==> src/rtl/core/frt_pkg.sv <==
`timescale 1ns / 1ps

package frt_pkg;

    localparam int FILES         = 1024;
    localparam int FRAGS         = 64;
    localparam int PAYLOAD_BYTES = 979;

    localparam int FILE_W  = $clog2(FILES);
    localparam int FRAG_W  = $clog2(FRAGS);
    localparam int TOTAL_W = 16;
    localparam int LEN_W   = 10;
    localparam int BYTES_W = 17;
    localparam int DONE_W  = 11;

    localparam logic [BYTES_W-1:0] BYTE_MAX    = '1;
    localparam logic [DONE_W-1:0]  DONE_MAX    = '1;
    localparam logic [LEN_W-1:0]   PAYLOAD_MAX = LEN_W'(PAYLOAD_BYTES);

    localparam int S_DATA_W = 56;
    localparam int M_DATA_W = 16;

    typedef struct packed {
        logic                finished;
        logic [TOTAL_W-1:0]  total;
        logic [BYTES_W-1:0]  bytes;
        logic [FRAGS-1:0]    map;
    } t_entry;

    localparam int ENTRY_W = $bits(t_entry);

    typedef struct packed {
        logic clr_en;
        logic accept;
        logic frag_commit;
        logic rep_emit_empty;
        logic scan_load;
        logic scan_shift;
        logic scan_emit;
    } t_cmd;

    typedef struct packed {
        logic clr_last;
        logic out_free;
        logic op_report;
        logic rep_empty;
        logic scan_hit;
        logic scan_last;
    } t_status;

    // fragment j lies inside the announced file when j * PAYLOAD_BYTES <= total, or when total is zero
    function automatic logic [FRAGS-1:0] span_mask(input logic [TOTAL_W-1:0] total);
        logic [FRAGS-1:0] m;
        for (int j = 0; j < FRAGS; j++) begin
            m[j] = (total == '0) || ((j * PAYLOAD_BYTES) <= int'(total));
        end
        return m;
    endfunction

endpackage

==> src/rtl/core/frt_ctrl.sv <==
`timescale 1ns / 1ps

module frt_ctrl (
    input  logic             i_clk,
    input  logic             i_rst_n,
    input  logic             i_in_valid,
    output logic             o_in_ready,
    input  frt_pkg::t_status i_status,
    output frt_pkg::t_cmd    o_cmd
);

    localparam logic [1:0] ST_CLEAR = 2'd0;
    localparam logic [1:0] ST_IDLE  = 2'd1;
    localparam logic [1:0] ST_EXEC  = 2'd2;
    localparam logic [1:0] ST_SCAN  = 2'd3;

    logic [1:0]    r_state;
    logic [1:0]    n_state;
    frt_pkg::t_cmd cmd;

    always_comb begin
        n_state    = r_state;
        cmd        = '0;
        o_in_ready = 1'b0;
        case (r_state)
            ST_CLEAR: begin
                cmd.clr_en = 1'b1;
                if (i_status.clr_last) begin
                    n_state = ST_IDLE;
                end
            end
            ST_IDLE: begin
                o_in_ready = 1'b1;
                if (i_in_valid) begin
                    cmd.accept = 1'b1;
                    n_state    = ST_EXEC;
                end
            end
            ST_EXEC: begin
                if (!i_status.op_report) begin
                    if (i_status.out_free) begin
                        cmd.frag_commit = 1'b1;
                        n_state         = ST_IDLE;
                    end
                end else if (i_status.rep_empty) begin
                    if (i_status.out_free) begin
                        cmd.rep_emit_empty = 1'b1;
                        n_state            = ST_IDLE;
                    end
                end else begin
                    cmd.scan_load = 1'b1;
                    n_state       = ST_SCAN;
                end
            end
            ST_SCAN: begin
                if (i_status.scan_hit) begin
                    if (i_status.out_free) begin
                        cmd.scan_emit  = 1'b1;
                        cmd.scan_shift = 1'b1;
                        if (i_status.scan_last) begin
                            n_state = ST_IDLE;
                        end
                    end
                end else begin
                    cmd.scan_shift = 1'b1;
                end
            end
            default: begin
                n_state = ST_IDLE;
            end
        endcase
    end

    always_ff @(posedge i_clk) begin
        if (!i_rst_n) begin
            r_state <= ST_CLEAR;
        end else begin
            r_state <= n_state;
        end
    end

    assign o_cmd = cmd;

endmodule

==> config.mk <==
export PLATFORM = sky130hd
export DESIGN_NAME = frt_ctrl
export DESIGN_NICKNAME = d
export VERILOG_FILES = /design/src/rtl/core/frt_pkg.sv /design/src/rtl/core/frt_ctrl.sv
export SDC_FILE = /design/constraint.sdc
export NUM_CORES = 1
export LEC_CHECK = 0
export BUFFER_PORTS_ARGS = -buffer_cell sky130_fd_sc_hd__buf_2
export CORE_AREA = 5 5 42 44
export CTS_BUF_LIST = sky130_fd_sc_hd__clkbuf_16
export CTS_CLUSTER_DIAMETER = 120
export CTS_CLUSTER_SIZE = 24
export DETAILED_ROUTE_END_ITERATION = 10
export DIE_AREA = 0 0 47 49
export SLEW_MARGIN = 25
export SYNTH_ARGS = -nofsm -noshare
export SYNTH_HDL_FRONTEND = slang
export SYNTH_SLANG_ARGS = --single-unit
==> constraint.sdc <==
create_clock -name i_clk -period 1.31 [get_ports i_clk]
set_input_delay 0.1965 -clock i_clk [delete_from_list [all_inputs] [get_ports i_clk]]
set_output_delay 0.1965 -clock i_clk [all_outputs]
set_load 0.05 [all_outputs]
==> results summary, run 1 <==
The largest registers in the layout are r_state x2. The maximum achievable frequency is 711.1 MHz. Sorting the synthesized cells by area gives the leading types as sky130_fd_sc_hd__ha_1 (22%), sky130_fd_sc_hd__dfxtp_1 (18%), sky130_fd_sc_hd__inv_1 (8.4%), sky130_fd_sc_hd__nand2_1 (6.7%), sky130_fd_sc_hd__a31oi_1 (5.6%). The register with the most flip-flops in the final layout is r_state. The horizontal die dimension is 47 um. The CTS clock-pin slew for the worst setup and hold paths came out at 0.03 ns. The vias per cell came out at 4.042. The post-synthesis mux area share is 0.

The simple-gate share of the synthesized area is 0.2640. The global placement routability congestion is 0.7243. Of all nets on the critical path, the largest fanout is 4.

Data arrives at the worst endpoint at 1.56 ns. The net count of the finished layout is 70. The insertion delay to the later sink of the worst-skew pair came out at 0.22 ns.

The number of DRC markers after the initial detailed-route iteration came out at 1. The number of maximum-capacitance violations is 0. The worst setup path is captured at a register. The worst setup path is of the register to register kind. The register-to-register path setup slack came out at -0.1 ns. The global-route congestion overflow total came out at 0. In the routed design, unresolved DRC markers number 0. The number of antenna violations at the first check in global routing is 0. The cell area after placement came out at 387.9 sq um. The xor/xnor cell area share of the yosys netlist is 0. Subtracting the final worst setup slack from the clock period gives 1.406 ns.

The power density over the cells came out at 1386 nW/um^2. The number of iterations in the first detailed-routing pass came out at 2. The required time reported for the critical path endpoint is 1.47 ns. The final-report max-slew violation count came out at 0. The via count of the first global-routing pass came out at 321. The global-route wire length before repair is 1242 um. The number of antenna-violating nets in the routed design came out at 0. The die covers 2303 sq um. The layout overhead on the synthesized area came out at 173.6%. The effective utilization at floorplan is 0.1589. The share of the synthesized area in the top cell type is 0.2247.

Clock tree synthesis found a total of 2 sinks. The total design power is 844.7 uW. The biggest area consumer among synthesized cells is sky130_fd_sc_hd__ha_1. The finished cells cover 609.3 sq um. The adder-cell share of the synthesized area is 0.2247. The placeable core region is 1401 sq um. The number of distinct library cells after synthesis came out at 16.

Setup violations remaining at the end of the flow were counted as 8. The fraction of final layout cells sized beyond drive strength 1 came out at 0.7636. The worst pin sits at a relative slew slack of 0.8893. The post-route fraction of the period consumed by the critical path is 1.073. The number of cells produced by synthesis is 30. The checks that failed: negative setup slack. The root buffer selected by CTS is sky130_fd_sc_hd__clkbuf_16. The worst-case setup margin in the final layout is -0.09619 ns. Across the routed clock network, the largest skew measured is 0.0002645 ns.

The total detailed-routing wirelength is 756 um. The min-delay analysis places its worst path in the category input pin to register. The top cell types in the final layout, fill and taps aside, are sky130_fd_sc_hd__buf_2 (8), sky130_fd_sc_hd__buf_6 (5), sky130_fd_sc_hd__buf_4 (5).

Detailed placement ended at an HPWL of 560.3 um. STA classifies the critical path startpoint as a register. At the pin with the least slew margin, the transition time is 0.1654 ns.

The summed instance area of the synthesized netlist is 222.7 sq um. The number of diodes came out at 0. The global-route usage over all layers is 0.07595.

The total number of placement rows is 14. The number of buffers inserted during clock tree synthesis came out at 3. A synthesized cell averages 7.424 sq um. The sequential cell area fraction in the yosys report came out at 0.1798. The total of hold buffers inserted after clock tree synthesis came out at 0. Setup repair after global routing could not meet its margin everywhere. The synthesized net count is 43. The height of the die came out at 49 um. After synthesis, the largest family of logic cells by area is simple AND/OR/NAND/NOR gates.

VDD sags by at most 0.4114 mV. Input and output buffers added on the ports amount to 16. The library cell used most frequently in the layout, excluding fill and tap cells, is sky130_fd_sc_hd__buf_2. The hold violation count in the final report came to 0.

The maximum number of pins on one net before global-route repair came out at 5. TritonCTS built the clock tree. The total number of H-tree levels is 1. The leakage component of the power is 0.2657 nW. The routed layout has 287 vias. The clock tree buffer depth came out at 2. The run finished, with violations left. The flip-flop and latch count after synthesis is 2. In the final routed layout, each cell accounts on average for 10.65 um. The compound-gate portion of the synthesized area is 0.2472. The total of warnings raised by yosys came out at 0. The flip-flop count of the largest register, all copies and words added came out at 2. The I/O pin total came out at 17.
[layout make-up]
type	count	area, sq um
fill	135	792.0
multi-input combinational	23	251.5
timing repair buffer	22	193.9
clock buffer	3	75.07
sequential	2	45.04
inverter	5	23.77
tap	16	20.02
[kinds of logic (layout without fill, tap and decap cells)]
| kind of cell | Yosys count | count (layout) |
|---|---|---|
| AO/OA/AOI/OAI | 7 | 7 |
| adder cells (fa/ha/maj) | 4 | 4 |
| buffers and inverters | 5 | 30 |
| flip-flops | 2 | 2 |
| AND/OR/NAND/NOR | 12 | 12 |
[power by group]
group          internal (mW)  total, mW  leakage, nW  switching, mW
Clock                  0.388      0.456       0.0370         0.0677
Combinational          0.132      0.295        0.211          0.163
Sequential            0.0743     0.0942       0.0175         0.0199
Total                  0.594      0.845        0.266          0.251
[through the flow]
stage                     cells  hold WS, ns    util  setup TNS (ns)  setup WS, ns
after global routing         71       0.2456  0.4348         -0.8753       -0.1864
after global placement       67       0.4737  0.2768         -0.2569       -0.1178
after floorplan              30       0.3433       -         -0.8484       -0.2400
final                        71       0.2429  0.4348         -0.4518      -0.09619
after detailed placement     67       0.4806  0.2768         -0.3606       -0.1873
after CTS                    70       0.2434  0.3929         -0.6750       -0.1047
[worst max-delay path, stage by stage (launching register included)]
cell and delay [ns]:
sky130_fd_sc_hd__dfxtp_4 0.39, sky130_fd_sc_hd__inv_4 0.05, sky130_fd_sc_hd__ha_2 0.18, sky130_fd_sc_hd__a221o_1 0.36, sky130_fd_sc_hd__a31oi_1 0.16, sky130_fd_sc_hd__o221a_2 0.20
[synthesized netlist by cell type (all sizes together)]
| cell type | n |
|---|---|
| ha | 4 |
| a221o | 1 |
| and2b | 1 |
| nand2 | 4 |
| and3 | 1 |
| a31oi | 2 |
| o221a | 1 |
| nand3 | 1 |
| and2 | 1 |
| inv | 5 |
| o22ai | 1 |
| nand2b | 1 |
| o211ai | 1 |
| nor2 | 3 |
| a21boi | 1 |
| dfxtp | 2 |
[timing repair]
item | 4_1_cts | 5_1_grt
buffers inserted | 0 | 1
pin swaps | 6 | 5
setup endpoints to repair | 10 | 10
resized for setup | 29 | 14
cloned | 0 | 0
endpoints found under the hold margin | 0 | 0
[layer usage]
metal	global-route usage	vias up	routed length, um
met5	0	-	0
met4	0.06912	0	0
met3	0.01476	0	42
met2	0.1086	9	382
met1	0.08972	124	332
li1	-	154	-
[final timing paths]
| check | startpoint | endpoint | cells past startpoint |
|---|---|---|---|
| min reg2reg | r_state[1] | r_state[1] | 3 |
| max | r_state[0] | r_state[0] | 5 |
| min | i_rst_n | r_state[0] | 2 |
| max reg2reg | r_state[0] | r_state[0] | 5 |
Power figures use the tool's default switching activity.
==> run 2, diff against run 1 <==
==> constraint.sdc (replaced) <==
create_clock -name i_clk -period 1.2 [get_ports i_clk]
set_input_delay 0.18 -clock i_clk [delete_from_list [all_inputs] [get_ports i_clk]]
set_output_delay 0.18 -clock i_clk [all_outputs]
set_load 0.05 [all_outputs]
==> results summary, run 2 (synthesis gave the netlist of run 1 again) <==
The total design power is 937.7 uW (+11%). The largest registers in the layout are r_state x2. The placeable core region came out at 1401 sq um (unchanged). Counting flops per register, the top entry is r_state. The quantity of I/O buffers inserted on ports came out at 16 (unchanged). The height of the die is 49 um (unchanged). The maximum fanout encountered on the critical timing path is 4 (unchanged).

The worst setup slack after placement was -0.2148 ns (-0.02753 ns). The minimum clock period came out at 1.425 ns (+0.01908 ns). The combinational share of power is 0.359 (+0.010). The fraction of final layout cells sized beyond drive strength 1 is 0.7636 (unchanged). The post-route fraction of the period consumed by the critical path came out at 1.188 (+0.1143).

The worst-case setup margin in the final layout is -0.2253 ns (-0.1291 ns). The worst register-to-register path begins at r_state[1]. The run finished, with violations left.

The power density over the cells came out at 1508 nW/um^2 (+8.8%). The post-DP HPWL is 579.7 um (+3.5%). The global-route congestion overflow total came out at 0 (unchanged). The number of antenna-violating nets in the routed design was 0 (unchanged). The kind of end point of the critical path is a register.

The global-route wire length before repair is 1373 um (+11%). The critical hold path startpoint is i_rst_n. The vias per cell is 4.423 (+9.4%). The net switching power figure is 279.3 uW (+11%). The total number of H-tree levels came out at 1 (unchanged). The number of DRC markers after the initial detailed-route iteration is 0 (-1). The endpoint arrival time on the critical path is 1.58 ns (+0.02 ns). The number of iterations in the first detailed-routing pass came out at 1 (-1). The library cells used most frequently in the layout, excluding fill and tap cells, are sky130_fd_sc_hd__buf_2 (8), sky130_fd_sc_hd__buf_6 (5), sky130_fd_sc_hd__buf_4 (5). The total clock sinks is 2 (unchanged). The internal power of the cells is 658.4 uW (+11%). The register-to-register path setup slack came out at -0.23 ns (-0.13 ns). The layout overhead on the synthesized area is 179.2%.

The number of diodes was 0 (unchanged). The final setup violation count is 10 (+2). The tightest min-delay check is of the input pin to register type.

The total detailed-routing wirelength came to 780 um (+3.2%). The average wire length per cell after detail routing is 10.99 um (+3.2%). The effective utilization at floorplan came out at 0.1589 (unchanged).

The switching power as a share of total power came out at 0.2979 (+0.001244). The transition time at the pin with the least slew margin is 0.1556 ns (-0.009767 ns). The CTS clock-pin slew for the worst setup and hold paths was 0.03 ns (about the same). Setup repair after global routing could not meet its margin everywhere. The part of the power in the clock network came to 0.529 (-0.011). The number of nets at the end of the flow came out at 70 (unchanged).

Leaving out fill and tap cells, the most frequent cell in the layout is sky130_fd_sc_hd__buf_2. The maximum achievable frequency came to 701.6 MHz (-1.3%). The global-route usage over all layers came out at 0.08222 (+0.006271).

The leakage component of the power came out at 0.2692 nW (+1.3%). The depth of the worst register-to-register path is 6 (+1). The final non-filler cell total came out at 71 (unchanged). The worst setup path is of the register to register kind. The peak supply drop was 0.7733 mV (+88%). The insertion delay to the later sink of the worst-skew pair came out at 0.22 ns (about the same). The fraction of power consumed by sequential logic came out at 0.112 (about the same).

The count of placed standard cells including taps is 66 (-1.5%). The tightest slew margin relative to the limit was 0.8962 (+0.006883). The worst hold margin was 0.2330 ns (-0.009852 ns). The number of antenna violations at the first check in global routing is 0 (unchanged). The final reports fail on negative setup slack. TritonCTS built the clock tree. The endpoint identified for the worst register-to-register timing path is r_state[0].

The maximum number of pins on one net before global-route repair is 5 (unchanged). The maximum clock skew at final layout is 0.002614 ns (+0.002350 ns). The horizontal die dimension is 47 um (unchanged). The worst setup path is launched from a register. The number of maximum-capacitance violations is 0 (unchanged). The global placement routability congestion came to 0.7161 (-1.1%). The total number of placement rows is 14 (unchanged). In this run the clock root is driven by a sky130_fd_sc_hd__clkbuf_16. The required time reported for the critical path endpoint came out at 1.35 ns (-0.12 ns). The I/O pin total is 17 (unchanged). The flip-flop count of the largest register, all copies and words added is 2 (unchanged). The post-route DRC violation count came to 0 (unchanged). The vias after detailed routing is 314 (+9.4%). The final-report max-slew violation count is 0 (unchanged). The via count of the first global-routing pass came out at 345 (+7.5%). The die area is 2303 sq um (unchanged). The number of buffers inserted during clock tree synthesis came out at 3 (unchanged). The clock tree buffer depth came to 2 (unchanged).

The hold violation count in the final report is 0 (unchanged). The cell depth of the worst hold path is 2 (unchanged). The worst hold path terminates at r_state[0].

The utilization of the core after routing came out at 0.4438 (+0.008929).
-- run 2: cell types whose count changed in the layout (fill, tap and decap cells not counted) --
cell	change
sky130_fd_sc_hd__dfxtp_2	-1
sky130_fd_sc_hd__ha_2	-1
sky130_fd_sc_hd__ha_4	+1
sky130_fd_sc_hd__dfxtp_4	+1
-- run 2: metrics by stage --
stage	TNS (ns)	area, sq um
6_report	-1.536	621.8
5_1_grt	-1.922	621.8
4_1_cts	-1.517	606.8
3_5_place_dp	-1.014	410.4
3_3_place_gp	-0.9639	410.4
2_1_floorplan	-0.5095	280.3
-- run 2: area by class of cell --
| cell class | instances | area (sq um) |
|---|---|---|
| clock buffer | 3 | 75.07 |
| inverter | 5 | 23.77 |
| sequential | 2 | 47.55 |
| fill | 144 | 779.5 |
| multi-input combinational | 23 | 261.5 |
| tap | 16 | 20.02 |
| timing repair buffer | 22 | 193.9 |
-- run 2: worst max path at each step --
stage	start	end	cells after the start
floorplan	r_state[1]	r_state[0]	6
global placement	r_state[0]	r_state[0]	5
detailed placement	r_state[1]	r_state[0]	6
CTS	r_state[1]	r_state[0]	6
global route	r_state[1]	r_state[0]	6
finish	r_state[1]	r_state[0]	6
-- run 2: critical path, cell delays in order, from the launching register on --
cell and delay, ns:
sky130_fd_sc_hd__dfxtp_4 0.37, sky130_fd_sc_hd__inv_4 0.05, sky130_fd_sc_hd__ha_4 0.14, sky130_fd_sc_hd__and2b_1 0.14
sky130_fd_sc_hd__a221o_1 0.31, sky130_fd_sc_hd__a31oi_1 0.15, sky130_fd_sc_hd__o221a_2 0.19
-- run 2: timing repair --
| item | CTS | global route |
|---|---|---|
| pin swaps | 2 | 2 |
| cloned | 0 | 0 |
| endpoints found under the setup margin | 10 | 10 |
| setup buffers | 2 | 0 |
| hold buffers | 0 | 0 |
| gates resized for setup | 32 | 3 |
-- run 2: power groups by stage --
stage          registers (mW)  logic, mW  clock network, mW
5_1_grt                 0.107      0.362              0.513
3_3_place_gp           0.0955      0.271                  0
3_5_place_dp           0.0955      0.269                  0
6_report                0.105      0.337              0.496
4_1_cts                 0.105      0.334              0.501
2_1_floorplan          0.0922      0.216                  0
-- run 2: routing by layer --
metal | track usage | wire length, um
met2 | 0.1267 | 419
met5 | 0 | 0
met3 | 0.04059 | 60
met1 | 0.08952 | 287
met4 | 0.04147 | 12
==> run 3, diff against run 2 <==
--- a/config.mk
+++ b/config.mk
@@ -12,6 +12,7 @@
 export CTS_CLUSTER_SIZE = 24
 export DETAILED_ROUTE_END_ITERATION = 10
 export DIE_AREA = 0 0 47 49
+export SKIP_CTS_REPAIR_TIMING = 1
 export SLEW_MARGIN = 25
 export SYNTH_ARGS = -nofsm -noshare
 export SYNTH_HDL_FRONTEND = slang
==> results summary, run 3 (synthesis gave the netlist of run 1 again) <==
The total design power is 913.9 uW (-2.5%). The endpoint identified for the worst register-to-register timing path is r_state[0]. The global-route congestion overflow total is 0 (unchanged). The leakage component of the power came to 0.2455 nW (-8.8%). The layout overhead on the synthesized area came out at 153.4%.

The number of buffers inserted during clock tree synthesis is 3 (unchanged). The number of diodes is 0 (unchanged). The cell depth of the worst hold path is 2 (unchanged).

The worst hold path belongs to the class input pin to register. The CTS clock-pin slew for the worst setup and hold paths was 0.03 ns (about the same). The maximum achievable frequency came to 685.4 MHz (-2.3%).

The global-route met1 utilization came to 0.07675 (-0.01277). The register-to-register path setup slack is -0.23 ns (about the same). The final standard cell area without fillers came out at 564.3 sq um (-9.3%). The count of placed standard cells including taps is 66 (unchanged). The final setup violation count is 10 (unchanged). STA classifies the critical path startpoint as a register. The quantity of I/O buffers inserted on ports came to 16 (unchanged). The effective utilization at floorplan is 0.1589 (unchanged).

The transition time at the pin with the least slew margin came out at 0.2480 ns (+0.09245 ns). For hold timing, the worst endpoint is r_state[0]. The number of nets at the end of the flow is 68 (-2.9%). The average wire length per cell after detail routing is 10.14 um (-7.7%). The peak supply drop came out at 0.7411 mV (-4.2%). The register with the most flip-flops in the final layout is r_state. Leaving out fill and tap cells, the most frequent cell in the layout is sky130_fd_sc_hd__buf_2. The power density over the cells is 1620 nW/um^2 (+7.4%). The global-route wire length before repair came out at 1110 um (-19%). In this run the most critical hold path is launched from i_rst_n. The required time reported for the critical path endpoint is 1.02 ns (-0.33 ns). The part of the power in the clock network came out at 0.540 (+0.011). The endpoint arrival time on the critical path came out at 1.28 ns (-0.30 ns).

The utilization of the core after routing is 0.4027 (-0.04107). The net switching power figure is 266.2 uW (-4.7%). In the layout the commonest cells are sky130_fd_sc_hd__buf_2 (9), sky130_fd_sc_hd__buf_6 (4), sky130_fd_sc_hd__buf_4 (4).

The total clock sinks came out at 2 (unchanged). The maximum number of pins on one net before global-route repair came to 5 (unchanged). The global placement routability congestion came to 0.7161 (unchanged). The final non-filler cell total came out at 69 (-2.8%). The number of maximum-capacitance violations is 0 (unchanged). The run finished, with violations left. The fraction of power consumed by sequential logic came to 0.109 (-0.003). The vias per cell was 4.217 (-4.6%). The global-route usage over all layers is 0.06756 (-0.01466).

Setup repair after global routing could not meet its margin everywhere. The met3 layer usage reported by global route came out at 0.04059 (unchanged). The hold violation count in the final report is 0 (unchanged). The flip-flop count of the largest register, all copies and words added is 2 (unchanged). The horizontal die dimension was 47 um (unchanged). The I/O pin total is 17 (unchanged). The via count of the first global-routing pass is 289 (-16%). The cell area after placement is 410.4 sq um (unchanged).

The final-report max-slew violation count is 0 (unchanged). The maximum clock skew at final layout was 0.003026 ns (+0.0004113 ns). The number of antenna violations at the first check in global routing is 0 (unchanged). The die area is 2303 sq um (unchanged). The number of antenna-violating nets in the routed design is 0 (unchanged). The met2 demand-to-capacity share in global routing is 0.09276 (-0.03394). The critical path in this run is classified as register to primary output.

The placeable core region came out at 1401 sq um (unchanged). The total detailed-routing wirelength is 700 um (-10%). The clock tree buffer depth came out at 2 (unchanged). The insertion delay to the later sink of the worst-skew pair was 0.22 ns (about the same).

The worst-case setup margin in the final layout came to -0.2589 ns (-0.03368 ns). The combinational share of power came out at 0.350 (-0.009). The worst setup path is captured at a primary output. The post-route fraction of the period consumed by the critical path was 1.216 (+0.02807). The minimum clock period came to 1.459 ns (+0.03368 ns). The number of iterations in the first detailed-routing pass came out at 4 (+3). The vias after detailed routing was 291 (-7.3%).

The final reports fail on negative setup slack. The number of DRC markers after the initial detailed-route iteration is 4 (+4). The total number of H-tree levels came out at 1 (unchanged).

The start of the worst register-to-register path is r_state[1]. TritonCTS built the clock tree. The height of the die came out at 49 um (unchanged). The cell sitting at the root of the clock tree is a sky130_fd_sc_hd__clkbuf_16.

The most congested layer reported by global routing is met2. The total number of placement rows is 14 (unchanged). The depth of the worst register-to-register path is 6 (unchanged). The largest registers in the layout are r_state x2. The maximum fanout encountered on the critical timing path came to 4 (unchanged). The post-route DRC violation count is 0 (unchanged). The worst setup slack after placement came out at -0.2148 ns (unchanged). The switching power as a share of total power is 0.2913 (-0.006569). The fraction of final layout cells sized beyond drive strength 1 came out at 0.7358 (-0.02779). The internal power of the cells came out at 647.7 uW (-1.6%). The post-DP HPWL is 579.7 um (unchanged).

The tightest slew margin relative to the limit is 0.8358 (-0.06038).
[run 3: cell types whose count changed in the layout (fill, tap and decap cells not counted), sizes merged]
cell	before	now
buf	22	20
[run 3: worst max path at each step]
stage / start / depth (start not counted) / slack [ns] / endpoint
after floorplan: r_state[1] / 6 / -0.26 / r_state[0]
final: r_state[0] / 4 / -0.26 / o_cmd[0]
after CTS: r_state[0] / 5 / -0.40 / o_cmd[4]
after detailed placement: r_state[1] / 6 / -0.21 / r_state[0]
after global routing: r_state[1] / 6 / -0.32 / r_state[0]
after global placement: r_state[0] / 5 / -0.20 / r_state[0]
[run 3: layout make-up]
cell class              count  area (sq um)
multi-input cells          23         235.2
clock buffers               3         75.07
repair buffers             20         165.2
inverters                   5         23.77
flip-flops and latches      2         45.04
well taps                  16         20.02
fillers                   143         837.1
[run 3: power groups by stage]
stage	clock network (mW)	logic, mW	registers, mW
after floorplan	0	0.216	0.0922
after global placement	0	0.271	0.0955
after detailed placement	0	0.269	0.0955
after CTS	0.501	0.272	0.0948
after global routing	0.514	0.343	0.103
final	0.494	0.320	0.0999
[run 3: metal layers]
layer / wire length [um] / vias up / part of all wire
li1: - / 152 / -
met1: 291 / 127 / 0.42
met2: 344 / 10 / 0.49
met3: 51 / 2 / 0.073
met4: 12 / 0 / 0.017
met5: 0 / - / 0
[run 3: critical path: stages (launching register included)]
cell and delay [ns]:
sky130_fd_sc_hd__dfxtp_2 0.39, sky130_fd_sc_hd__ha_2 0.21, sky130_fd_sc_hd__buf_4 0.10, sky130_fd_sc_hd__and3_2 0.17
sky130_fd_sc_hd__buf_4 0.19
[run 3: per-stage QoR]
step | TNS, ns | hold WS (ns)
2_1_floorplan | -0.5095 | 0.3194
3_3_place_gp | -0.9639 | 0.4603
3_5_place_dp | -1.014 | 0.4598
4_1_cts | -2.653 | 0.2360
5_1_grt | -2.132 | 0.2482
6_report | -1.632 | 0.2352
